### src/design/mmwf_pkg.sv
// Shared types and constants of the masked majority window filter.
package mmwf_pkg;

  typedef struct packed {
    logic vld;
    logic last;
  } beat_t;

  typedef struct packed {
    logic c0;
    logic real_cell;
    logic ok_up;
    logic ok_mid;
    logic emit;
    logic last;
  } ctl_t;

  localparam int RF_ZERO_BIT = 0;
  localparam int RF_ND_BIT   = 1;
  localparam int WIN_CELLS   = 9;
  localparam int CENTER      = 4;
  localparam int CNT_W       = 4;

  localparam logic [1:0] REG_COLUMNS       = 2'd0;
  localparam logic [1:0] REG_ROWS_TOTAL    = 2'd1;
  localparam logic [1:0] REG_NODATA_ENABLE = 2'd2;
  localparam logic [1:0] REG_NODATA_VALUE  = 2'd3;

endpackage

### src/design/mmwf_count.sv
// Match count stage: occurrences of each window value among valid cells.
module mmwf_count #(
  parameter int VB = 16
) (
  input  logic                          clk,
  input  logic                          rst_n,
  input  logic                          en,
  input  mmwf_pkg::beat_t               in_beat,
  input  logic [VB-1:0]                 in_v [mmwf_pkg::WIN_CELLS],
  input  logic [mmwf_pkg::WIN_CELLS-1:0] in_ok,
  input  logic [1:0]                    in_rf,
  output mmwf_pkg::beat_t               out_beat,
  output logic [VB-1:0]                 out_v [mmwf_pkg::WIN_CELLS],
  output logic [mmwf_pkg::WIN_CELLS-1:0] out_ok,
  output logic [mmwf_pkg::CNT_W-1:0]    out_n [mmwf_pkg::WIN_CELLS],
  output logic [1:0]                    out_rf
);
  import mmwf_pkg::*;

  logic [CNT_W-1:0] n_nxt [WIN_CELLS];
  beat_t            beat_r;

  always_comb begin
    for (int i = 0; i < WIN_CELLS; i++) begin
      n_nxt[i] = '0;
      for (int j = 0; j < WIN_CELLS; j++) begin
        n_nxt[i] = n_nxt[i] + CNT_W'(in_ok[j] && (in_v[j] == in_v[i]));
      end
    end
  end

  always_ff @(posedge clk) begin
    if (en) begin
      out_v  <= in_v;
      out_ok <= in_ok;
      out_n  <= n_nxt;
      out_rf <= in_rf;
    end
  end

  always_ff @(posedge clk) begin
    if (!rst_n) begin
      beat_r <= '0;
    end else if (en) begin
      beat_r <= in_beat;
    end
  end

  assign out_beat = beat_r;

endmodule

### config.mk
export PLATFORM = sky130hd
export DESIGN_NAME = mmwf_count
export DESIGN_NICKNAME = d
export VERILOG_FILES = /design/src/design/mmwf_pkg.sv /design/src/design/mmwf_count.sv
export SDC_FILE = /design/constraint.sdc
export NUM_CORES = 1
export LEC_CHECK = 0
export BUFFER_PORTS_ARGS = -buffer_cell sky130_fd_sc_hd__buf_2
export CORE_UTILIZATION = 45
export DETAILED_ROUTE_END_ITERATION = 10
export PLACE_DENSITY_LB_ADDON = 0.2
export SLEW_MARGIN = 5
export SYNTH_ARGS = -nofsm -noshare
export SYNTH_HDL_FRONTEND = slang
export SYNTH_SLANG_ARGS = --single-unit
### constraint.sdc
create_clock -name clk -period 4.7 [get_ports clk]
set_input_delay 0.94 -clock clk [delete_from_list [all_inputs] [get_ports clk]]
set_output_delay 0.94 -clock clk [all_outputs]
set_load 0.005 [all_outputs]
==> summary.md <==
| Metric | Value |
|---|---|
| Status | `finished clean` |
| Share of post-route cells with drive strength above 1 | `0.387` |
| Worst Skew | `0 ns` |
| Commonest non-fill, non-tap cell in the layout | `xnor2_1` |
| CP required | `4.91 ns` |
| Worst-path cell chain | `buf_2 > xnor2_1 > nand4_1 > nor4_2 > buf_4 > and2_2 > fa_1 > inv_1 > fa_1 > inv_1 > fa_1 > fa_1 > fa_1 > xor2_1` |
| Number of distinct library cells after synthesis | `22` |
| Setup ws final | `approximately 0.09 ns` |
| GRT Util Overall | `0.314` |
| Final instance area | `19,300 um2` |
| Die W | `about 190 um` |
| Synth Cell Area | `15,200 um2` |
| RSZ-0062 raised after global routing | `false` |
| Clock latency on the worst-skew pair | `between 0.4 and 0.5 ns` |
| TritonCTS Sinks | `around 190` |
| Num ports | `353` |
| Commonest cells after routing, fill and taps aside | `580 x xnor2_1, 351 x buf_2, 276 x buf_4` |
| WP data arrival | `slightly below 5 ns` |
| Final WL | `between 50 and 60 mm` |
| Number of core rows | `67` |
| 1st-iter DRT viols | `around 840` |
| Startpoint types | `input port` |
| YS warnings | `0` |
| Tightest Hold Check Type | `flop to flop` |
| Die Height | `around 190 um` |
| Vias per Instance | `5.16` |
| Drt pass-1 iters | `5` |
| Post-DP Area | `roughly 19,000 um2` |
| Yosys top cell by area | `edfxtp_1` |
| Pleak | `about 0.0074 uW` |
| Hold_buf cts | `0` |
| Slowest stage delay, CP | `between 0.4 and 0.5 ns` |
| Root buf cell | `clkbuf_16` |
| DRC errors left | `0` |
| WP buf/inv | `4` |
| Initial Util | `0.456` |
| Global placement routability congestion | `1.04` |
| Number of enable-type register cells in the synthesized netlist | `191` |
| Clk slew on worst S/H paths | `~0.080 ns` |
| DR vias | `between 10,000 and 15,000` |
| Flops & latches, synth | `roughly 190` |
| Post-Syn Instances | `between 1,000 and 1,500` |
| Die area | `34,600 um2` |
| CP max-delay cell | `fa_1` |
| Antenna Nets Post-Route | `0` |
| Setup bufs post-CTS | `0` |
| Worst Max-Slew Pin Slew | `0.671 ns` |
| Vias in the first global route | `11,600` |
| CP most frequent cell | `fa_1` |
| FF-to-FF setup slack | `about 4.1 ns` |
| Synthesized Nets | `about 1,500` |
| Area share of the largest cell type after synthesis | `0.376` |
| Num CTS Buffers | `17` |
| FFs w/ async S/R, synth | `0` |
| Fmax | `around 0.22 GHz` |
| Top post-synthesis cells by area | `edfxtp_1 38%, xnor2_1 33%, fa_1 5.9%` |
| Max-cap viol count | `0` |
| Final Power | `~4900 uW` |
| Ys flop type | `edfxtp_1` |
| First-pass GRT wire length | `76.7 mm` |
| Clock buffer depth | `2` |
| CP Max Fanout | `8` |
| Crit. End Element | `flop` |
| H-Tree Depth | `4` |
| Final setup fails | `0` |
| Slew headroom | `0.553` |
| Final Max Tran Viols | `0` |
| Core box area | `~33,000 um2` |
| Final nets | `just over 2,000` |
| Top delay family on crit path | `adder cells` |
| Fill cell count | `a little under 3,000` |
| CP Class | `input port to flop` |
| Final cycle utilization of the critical path | `0.980` |
| HPWL after detailed placement | `between 40 and 50 mm` |
| Port buffer count | `approximately 350` |
| CTS tree | `yes` |
| Area grow syn2layout | `26.4%` |
| Synthesized area per cell | `11.6 um2` |
| Register area share after synthesis | `0.379` |
| Worst ir drop on vdd | `between 200 and 300 uV` |
| Drt wl/cell | `roughly 23 um` |
| Largest net degree at the start of global routing | `81` |
| Initial antenna violation count | `1` |
| Min cycle time layout | `approximately 4.6 ns` |
| PD cells | `between 200 and 300 nW/um2` |
| Place WS | `-0.541 ns` |
| Congestion Overflow GR | `0` |
| Hold Fails Final Rpt | `0` |
report_power, final:
group	internal [uW]	total, uW	switching, uW
logic	627	1340	709
registers	2030	2060	30.8
clock network	748	1460	716
cells by family after synthesis:
logic type      Yosys count  synth area share
xor+xnor                585             0.336
simple gates            263             0.110
buf+inv                 203            0.0961
flops                   193             0.379
fa+ha+maj                63            0.0739
compound gates            9           0.00378
mux                       2           0.00131
final timing paths:
| check | cells after the start | end | startpoint |
|---|---|---|---|
| setup / recovery | 14 | out_n[6]$_DFFE_PP_ | in_v[129] |
| hold / removal | 2 | out_beat[0]$_SDFFE_PN0P_ | out_beat[0]$_SDFFE_PN0P_ |
| setup reg to reg | 2 | out_beat[1]$_SDFFE_PN0P_ | out_beat[1]$_SDFFE_PN0P_ |
| hold reg to reg | 2 | out_beat[0]$_SDFFE_PN0P_ | out_beat[0]$_SDFFE_PN0P_ |
worst register-to-register path: stages (launching register included):
cell	delay, ns
dfxtp_1	0.31
mux2i_1	0.12
nor2b_1	0.06
per-layer routing:
metal,up-vias,GRT usage,share of wire
li1,5388,-,-
met1,5858,0.428,0.44
met2,523,0.499,0.46
met3,67,0.0558,0.074
met4,0,0.111,0.029
met5,-,0,0
metrics by stage:
stage                     hold WS (ns)  std cells  utilization  setup TNS (ns)
after floorplan                  0.507       1318            -               0
after global placement           0.493       2259        0.557           -5.87
after detailed placement         0.511       2259        0.557           -6.36
after CTS                        0.528       2291        0.574               0
after global routing             0.539       2292        0.576               0
final                            0.522       2292        0.576               0
Yosys cell counts, drive strengths merged (2+ instances only):
library cell    n
and2           40
buf           145
xor2            3
fa             45
mux2i           2
nor4           36
nand2          32
nand4         144
ha             18
edfxtp        191
nor2b          11
inv            57
dfxtp           2
xnor2         582
a21oi           4
o21a            5
registers in the layout (all words and copies together) (netlist names):
| signal | flops |
|---|---|
| out_ok | 9 |
| out_rf | 2 |
| out_n | 36 |
| out_beat | 2 |
| out_v | 144 |
what timing repair did:
item | CTS | global route
pin swaps | 0 | 0
setup endpoints to repair | 2 | 8
gates cloned | 0 | 0
resized for setup | 1 | 9
layout make-up:
cell class,instances,area (um2),area share
multi-input cells,922,8070,0.419
flip-flops and latches,193,5780,0.300
repair buffers,639,4060,0.211
well taps,448,561,0.0291
clock buffers,17,425,0.0221
inverters,57,214,0.0111
clock inverters,15,150,0.00779
diodes,1,2.50,0.000130
(Power assumes the default switching activity.)
