File: src/design/mmwf_pkg.sv
// Shared types and constants of the masked majority window filter.
package mmwf_pkg;

  typedef struct packed {
    logic vld;
    logic last;
  } beat_t;

  typedef struct packed {
    logic c0;
    logic real_cell;
    logic ok_up;
    logic ok_mid;
    logic emit;
    logic last;
  } ctl_t;

  localparam int RF_ZERO_BIT = 0;
  localparam int RF_ND_BIT   = 1;
  localparam int WIN_CELLS   = 9;
  localparam int CENTER      = 4;
  localparam int CNT_W       = 4;

  localparam logic [1:0] REG_COLUMNS       = 2'd0;
  localparam logic [1:0] REG_ROWS_TOTAL    = 2'd1;
  localparam logic [1:0] REG_NODATA_ENABLE = 2'd2;
  localparam logic [1:0] REG_NODATA_VALUE  = 2'd3;

endpackage

File: src/design/mmwf_select.sv
// Majority select tree and output register with center keep rule.
module mmwf_select #(
  parameter int VB = 16
) (
  input  logic                          clk,
  input  logic                          rst_n,
  input  logic                          en,
  input  mmwf_pkg::beat_t               in_beat,
  input  logic [VB-1:0]                 in_v [mmwf_pkg::WIN_CELLS],
  input  logic [mmwf_pkg::WIN_CELLS-1:0] in_ok,
  input  logic [mmwf_pkg::CNT_W-1:0]    in_n [mmwf_pkg::WIN_CELLS],
  input  logic [1:0]                    in_rf,
  output logic                          out_vld,
  output logic [VB-1:0]                 out_val,
  output logic                          out_last
);
  import mmwf_pkg::*;

  function automatic logic better(input logic a_ok, input logic [CNT_W-1:0] a_n,
                                  input logic [VB-1:0] a_v, input logic b_ok,
                                  input logic [CNT_W-1:0] b_n, input logic [VB-1:0] b_v);
    return a_ok && (!b_ok || (a_n > b_n) ||
                    ((a_n == b_n) && ($signed(a_v) < $signed(b_v))));
  endfunction

  logic [VB-1:0]    gv_nxt [3];
  logic [CNT_W-1:0] gn_nxt [3];
  logic [2:0]       gok_nxt;
  logic [VB-1:0]    gv_r [3];
  logic [CNT_W-1:0] gn_r [3];
  logic [2:0]       gok_r;
  logic [VB-1:0]    ctr_r;
  logic             keep_r;
  beat_t            beat_r;
  logic [VB-1:0]    bv;
  logic [CNT_W-1:0] bn;
  logic             bok;
  logic [VB-1:0]    val_nxt;
  logic             out_vld_r;
  logic [VB-1:0]    out_val_r;
  logic             out_last_r;

  always_comb begin
    for (int g = 0; g < 3; g++) begin
      gv_nxt[g]  = in_v[3*g];
      gn_nxt[g]  = in_n[3*g];
      gok_nxt[g] = in_ok[3*g];
      for (int k = 1; k < 3; k++) begin
        if (better(in_ok[3*g+k], in_n[3*g+k], in_v[3*g+k],
                   gok_nxt[g], gn_nxt[g], gv_nxt[g])) begin
          gv_nxt[g]  = in_v[3*g+k];
          gn_nxt[g]  = in_n[3*g+k];
          gok_nxt[g] = 1'b1;
        end
      end
    end
  end

  always_comb begin
    bv  = gv_r[0];
    bn  = gn_r[0];
    bok = gok_r[0];
    for (int g = 1; g < 3; g++) begin
      if (better(gok_r[g], gn_r[g], gv_r[g], bok, bn, bv)) begin
        bv  = gv_r[g];
        bn  = gn_r[g];
        bok = 1'b1;
      end
    end
    val_nxt = keep_r ? ctr_r : bv;
  end

  always_ff @(posedge clk) begin
    if (en) begin
      gv_r      <= gv_nxt;
      gn_r      <= gn_nxt;
      gok_r     <= gok_nxt;
      ctr_r     <= in_v[CENTER];
      keep_r    <= !in_ok[CENTER] || (in_rf != 2'b00);
      out_val_r <= val_nxt;
    end
  end

  always_ff @(posedge clk) begin
    if (!rst_n) begin
      beat_r     <= '0;
      out_vld_r  <= 1'b0;
      out_last_r <= 1'b0;
    end else if (en) begin
      beat_r     <= in_beat;
      out_vld_r  <= beat_r.vld;
      out_last_r <= beat_r.last;
    end
  end

  assign out_vld  = out_vld_r;
  assign out_val  = out_val_r;
  assign out_last = out_last_r;

endmodule

File: config.mk
export PLATFORM = sky130hd
export DESIGN_NAME = mmwf_select
export DESIGN_NICKNAME = d
export VERILOG_FILES = /design/src/design/mmwf_pkg.sv /design/src/design/mmwf_select.sv
export SDC_FILE = /design/constraint.sdc
export NUM_CORES = 1
export LEC_CHECK = 0
export BUFFER_PORTS_ARGS = -buffer_cell sky130_fd_sc_hd__buf_2
export CORE_MARGIN = 4
export CORE_UTILIZATION = 60
export CTS_CLUSTER_DIAMETER = 30
export DETAILED_ROUTE_END_ITERATION = 6
export GPL_ROUTABILITY_DRIVEN = 1
export PLACE_DENSITY = 0.89
export SLEW_MARGIN = 20
export SYNTH_ARGS = -nofsm -noshare
export SYNTH_HDL_FRONTEND = slang
export SYNTH_SLANG_ARGS = --single-unit
File: constraint.sdc
create_clock -name clk -period 11.1 [get_ports clk]
set_input_delay 1.665 -clock clk [delete_from_list [all_inputs] [get_ports clk]]
set_output_delay 1.665 -clock clk [all_outputs]
set_load 0.01 [all_outputs]
==> results of run 1 <==
==> final timing paths <==
path / cells past startpoint / to / startpoint / slack, ps
setup / recovery: 19 / gv_r[0] / in_v[29] / 3640
hold / removal: 2 / out_last / out_last / 520
setup reg to reg: 20 / out_val[0] / gv_r[21] / 5160
hold reg to reg: 2 / out_last / out_last / 520
==> flip-flops by register name, summed over array words and instances (netlist names) <==
register	cells
beat_r	2
gok_r	3
keep_r	1
gv_r	48
out_vld	1
out_last	1
out_val	16
ctr_r	16
gn_r	12
==> cells in the mapped netlist (8+ instances only) <==
| library cell | n | area, um^2 |
|---|---|---|
| buf_2 | 8 | 40.04 |
| o21ai_0 | 29 | 145.1 |
| nand3_1 | 11 | 55.05 |
| mux2i_1 | 112 | 1121 |
| nand2b_1 | 12 | 75.07 |
| nand4_1 | 21 | 131.4 |
| a211oi_1 | 9 | 67.56 |
| nor2_1 | 53 | 198.9 |
| a21oi_1 | 66 | 330.3 |
| edfxtp_1 | 96 | 2883 |
| o21a_1 | 14 | 105.1 |
| clkbuf_1 | 20 | 75.07 |
| o221a_2 | 16 | 180.2 |
| mux2_2 | 10 | 112.6 |
| nand2_1 | 56 | 210.2 |
| nor2b_1 | 17 | 106.4 |
| inv_1 | 146 | 548.0 |
| ha_1 | 152 | 1902 |
| a21o_1 | 33 | 247.7 |
==> metal layers <==
layer	vias to the layer above	part of all wire [%]	track usage, %
met5	-	0.034	0
met4	2	3.6	10.27
met3	71	6.9	4.313
met2	348	49	45.84
li1	3935	-	-
met1	3718	40	32.11
==> power by group through the flow <==
| stage | Combinational [mW] | Clock, mW | Sequential [mW] |
|---|---|---|---|
| 2_1_floorplan | 0.302 | 0 | 0.499 |
| 5_1_grt | 0.511 | 0.328 | 0.501 |
| 3_3_place_gp | 0.427 | 0 | 0.502 |
| 6_report | 0.460 | 0.307 | 0.497 |
| 4_1_cts | 0.455 | 0.310 | 0.496 |
| 3_5_place_dp | 0.449 | 0 | 0.504 |
==> logic make-up after synthesis <==
group / synth area share (%)
flip-flops: 32.06
adder cells (fa/ha/maj): 20.58
AND/OR/NAND/NOR: 10.51
buffers and inverters: 7.337
AO/OA/AOI/OAI: 15.85
multiplexers: 13.67
==> worst max-delay path, cell delays in order <==
cell and delay [ps]:
buf_2 110, ha_1 310, a2111oi_0 380, o21ai_0 190, a22o_1 240, a31o_1 220
a211oi_1 190, nand2b_1 620, and2_1 680, a21oi_1 210, ha_1 330, a21o_1 180
a21o_1 160, a21o_1 170, a2111oi_0 400, o211ai_1 180, or4b_1 480, and3b_2 430
mux2_4 380
==> layout make-up <==
cell class              count  share of cell area [%]
repair buffers            219                   10.33
clock buffers              10                   2.124
clock inverters             6                  0.5106
inverters                 146                   5.083
diodes                      3                 0.06963
multi-input cells         687                   52.22
well taps                 188                   2.182
flip-flops and latches    100                   27.48
==> per-stage QoR <==
stage               power (mW)  utilization, %  instance area (um^2)
floorplan               0.8007               -                  9243
global placement        0.9288           69.25                 10490
detailed placement      0.9523           69.25                 10490
CTS                      1.261           71.13                 10770
global route             1.340           71.17                 10780
finish                   1.263           71.19                 10780
==> results.sh, run 1 <==
export IMPL_regArea_um2=2963
export IMPL_internal_power_mw=0.8522
export IMPL_via_per_inst=5.941
export IMPL_fmax_mhz=134.0
export IMPL_root_buffer="clkbuf_16"
export IMPL_cts_hold_buf=0
export IMPL_slew_headroom_pct=35.28
export IMPL_grt_max_degree=67
export IMPL_place_hpwl_mm=19.27
export IMPL_pwr_share_seq_pct=39.3
export IMPL_async_reset_ff_share_pct=0
export IMPL_drc=0
export IMPL_gp_congestion=0.9320
export IMPL_rows=45
export IMPL_place_inst=1340
export IMPL_detail_route_antenna_nets=0
export IMPL_cts_buffer_depth=2
export IMPL_synth_fp_nets=1311
export IMPL_irDropWorstVdd_v=0.00008227
export IMPL_dieArea_um2=17450
export IMPL_final_min_clock_period_ps=7464
export IMPL_avgRoutedWirePerCell_um=17.46
export IMPL_outcome="completed"
export IMPL_synth_edf_count=96
export IMPL_drive_above_1_share_pct=23.20
export IMPL_stdcell_count=1359
export IMPL_antenna_found_initial=3
export IMPL_cts_tree="built"
export IMPL_post_cts_resize_count=0
export IMPL_finalWirelength_mm=23.73
export IMPL_die_height_um=132.1
export IMPL_p_clk_share_pct=24.3
export IMPL_hold_violations=0
export IMPL_setup_violations=0
export IMPL_ys_types=55
export IMPL_cellPowerDensity_nw_per_um2=117.1
export IMPL_grt_pass1_vias=7944
export IMPL_dp_slack_ps=3103
export IMPL_cts_sinks=100
export IMPL_swShare_pct=32.52
export IMPL_worstSetupEndpointType="flop"
export IMPL_clk_pin_slew_worst_paths_ps=60
export IMPL_cp_arrival_ps=7560
export IMPL_port_buffers=213
export IMPL_post_route_period_util_pct=67.25
export IMPL_cp_max_fo=20
export IMPL_drv_cap=0
export IMPL_final_common_cell="buf_2"
export IMPL_yosys_warnings=0
export IMPL_worst_slew_pin_transition_ps=969.7
export IMPL_syn_area_per_cell_um2=9.598
export IMPL_power_frac_comb_pct=36.4
export IMPL_finalSetupTns_ps=0
export IMPL_cp_start_kind="input pin"
export IMPL_die_w_um=132.1
export IMPL_synthFlopType="edfxtp_1"
export IMPL_synthCells=963
export IMPL_grt_setup_unrepaired="no"
export IMPL_grt_use_total_pct=26.13
export IMPL_p_leak_nw=5.486
export IMPL_multiInputGateArea_um2=5630
export IMPL_drt_first_iter_violations=686
export IMPL_setup_ws_ps=3636
export IMPL_initial_core_util_pct=61.02
export IMPL_cts_made_buffers=9
export IMPL_firstDrtPassIters=7
export IMPL_grt_ovfl_total=0
export IMPL_ys_ff_latch=100
export IMPL_layout_common_cells="buf_2, ha_1, inv_1, mux2i_1, edfxtp_1"
export IMPL_setup_worst_path_class="in2reg"
export IMPL_route_vias_total=8074
export IMPL_netlist_area_um2=9243
export IMPL_pin_count=214
export IMPL_skew_ps=7.907
export IMPL_nNetsFinal=1511
export IMPL_seq_area_frac_synth_pct=32.06
export IMPL_cts_setup_buffers=0
export IMPL_grt_pass1_wl_mm=37.21
export IMPL_core_um2=15150
export IMPL_area_growth_pct=16.65
export IMPL_required_ps=11200
export IMPL_hold_slack_ps=524.6
export IMPL_drv_slew=0
export IMPL_fillerInstances=1142
export IMPL_hold_path_class="reg2reg"
export IMPL_clk_latency_ps=350
export IMPL_h_tree_depth=3
export IMPL_switchingPower_mw=0.4107
No activity file was read; power rests on OpenSTA's default activity.
==> run 2: changes to the inputs <==
--- a/config.mk
+++ b/config.mk
@@ -7,11 +7,11 @@
 export LEC_CHECK = 0
 export BUFFER_PORTS_ARGS = -buffer_cell sky130_fd_sc_hd__buf_2
 export CORE_MARGIN = 4
-export CORE_UTILIZATION = 60
+export CORE_UTILIZATION = 56
 export CTS_CLUSTER_DIAMETER = 30
 export DETAILED_ROUTE_END_ITERATION = 6
 export GPL_ROUTABILITY_DRIVEN = 1
-export PLACE_DENSITY = 0.89
+export PLACE_DENSITY = 0.84
 export SLEW_MARGIN = 20
 export SYNTH_ARGS = -nofsm -noshare
 export SYNTH_HDL_FRONTEND = slang
==> constraint.sdc (replaced) <==
create_clock -name clk -period 7.3 [get_ports clk]
set_input_delay 1.095 -clock clk [delete_from_list [all_inputs] [get_ports clk]]
set_output_delay 1.095 -clock clk [all_outputs]
set_load 0.01 [all_outputs]
==> results.sh, run 2 (synthesized netlist as in run 1, its figures left out) <==
export IMPL_largest_reg_flops=48
export IMPL_hold_path_class="reg2reg"
export IMPL_place_hpwl_mm=19.35
export IMPL_drt_first_iter_violations=689
export IMPL_grt_pass1_wl_mm=35.59
export IMPL_h_tree_depth=3
export IMPL_grt_setup_unrepaired="no"
export IMPL_drc=0
export IMPL_cts_buffer_depth=2
export IMPL_gp_congestion=0.9426
export IMPL_cts_tree="built"
export IMPL_r2r_start="gv_r[25]"
export IMPL_clk_pin_slew_worst_paths_ps=70
export IMPL_place_inst=1371
export IMPL_fmax_mhz=160.4
export IMPL_finalSetupTns_ps=0
export IMPL_cp_slowest_cell="a31oi_2"
export IMPL_stdcell_count=1389
export IMPL_grt_max_degree=53
export IMPL_port_buffers=213
export IMPL_route_vias_total=7970
export IMPL_cp_depth=21
export IMPL_cts_made_buffers=9
export IMPL_outcome="completed"
export IMPL_drive_above_1_share_pct=23.57
export IMPL_rows=46
export IMPL_startpoint="in_v[75]"
export IMPL_clk_latency_ps=350
export IMPL_drv_cap=0
export IMPL_grt_pass1_vias=7595
export IMPL_drv_slew=0
export IMPL_worst_path_buf_inv=2
export IMPL_skew_ps=7.563
export IMPL_cp_max_fo=13
export IMPL_die_height_um=136.5
export IMPL_cellPowerDensity_nw_per_um2=178.7
export IMPL_finalWirelength_mm=23.38
export IMPL_cp_start_kind="input pin"
export IMPL_setup_worst_path_class="in2reg"
export IMPL_die_w_um=136.5
export IMPL_firstDrtPassIters=5
export IMPL_setup_violations=0
export IMPL_hold_violations=0
export IMPL_area_growth_pct=17.48
export IMPL_root_buffer="clkbuf_16"
export IMPL_final_common_cell="buf_2"
export IMPL_initial_core_util_pct=57.77
export IMPL_avgRoutedWirePerCell_um=16.83
export IMPL_crit_family="compound AO/OA/AOI/OAI gates"
export IMPL_cts_setup_buffers=0
export IMPL_cts_hold_buf=0
export IMPL_layout_common_cells="buf_2, ha_1, inv_1, mux2i_1, edfxtp_1"
export IMPL_grt_use_total_pct=24.23
export IMPL_post_cts_resize_count=0
export IMPL_slowest_delay_ps=510
export IMPL_final_min_clock_period_ps=6234
export IMPL_p_leak_nw=5.510
export IMPL_r2r_slack_ps=1850
export IMPL_cp_common_cell="a21o_1"
export IMPL_dieArea_um2=18620
export IMPL_pin_count=214
export IMPL_antenna_found_initial=3
export IMPL_cts_sinks=100
export IMPL_via_per_inst=5.738
export IMPL_slew_headroom_pct=41.08
export IMPL_detail_route_antenna_nets=0
export IMPL_irDropWorstVdd_v=0.0001432
export IMPL_largest_register="gv_r"
export IMPL_endpoint="gv_r[26]"
export IMPL_worstRegToRegCells=20
export IMPL_core_um2=16000
export IMPL_r2r_end="out_val[0]"
export IMPL_crit_chain="buf_2 -> ha_1 -> a21o_1 -> a21o_1 -> a21o_1 -> a21oi_1 -> o21ai_0 -> a31oi_1 -> o21a_1 -> mux2i_1 -> ha_1 -> a21o_1 -> a21o_1 -> a211oi_1 -> o21ai_0 -> a221oi_1 -> a21bo_2 -> a21o_1 -> a31oi_2 -> buf_4 -> mux2i_1"
export IMPL_nNetsFinal=1514
export IMPL_post_route_period_util_pct=85.39
export IMPL_worstSetupEndpointType="flop"
export IMPL_worst_slew_pin_transition_ps=882.9
export IMPL_grt_ovfl_total=0
export IMPL_cp_arrival_ps=6430
export IMPL_required_ps=7490
[run 2: how the worst min path moves through the flow]
stage / start / end / cells past startpoint
final: out_last / out_last / 2
after floorplan: beat_r[0] / beat_r[0] / 2
after CTS: beat_r[0] / beat_r[0] / 2
after global placement: out_last / out_last / 2
after detailed placement: out_last / out_last / 2
after global routing: out_vld / out_vld / 2
[run 2: layout make-up]
class	instances	area [um^2]
Multi-Input combinational cell	687	5629
Fill cell	1290	5142
Sequential cell	100	2963
Timing Repair Buffer	222	1136
Inverter	146	548.0
Tap cell	216	270.3
Clock buffer	9	225.2
Clock inverter	7	81.33
Antenna cell	2	5.005
[run 2: routing by layer]
| layer | share of wire, % | track usage (%) |
|---|---|---|
| met5 | 0.051 | 0 |
| met4 | 2.2 | 6.439 |
| met3 | 8.0 | 4.737 |
| met2 | 49 | 41.21 |
| met1 | 41 | 31.55 |
[run 2: tightest hold or removal path, cell delays in order, from the launching register on]
cell     delay (ps)
dfxtp_1         320
mux2i_1          60
nor2b_1          90
[run 2: metrics by stage]
stage | hold WS, ps | total power, mW | instance area (um^2) | worst slack, ps | utilization (%)
finish | 516.1 | 1.940 | 10860 | 1066 | 67.86
global route | 552.6 | 2.057 | 10860 | 558.0 | 67.84
CTS | 525.7 | 1.938 | 10850 | 1122 | 67.83
detailed placement | 506.1 | 1.452 | 10550 | 790.6 | 65.91
global placement | 498.4 | 1.420 | 10550 | 1015 | 65.91
floorplan | 482.4 | 1.218 | 9243 | 1334 | -
[run 2: report_power, final]
part           switching, mW  internal (mW)  total (mW)
logic                  0.384          0.317       0.701
registers             0.0348          0.717       0.752
clock network          0.216          0.271       0.487
total                  0.635           1.30        1.94
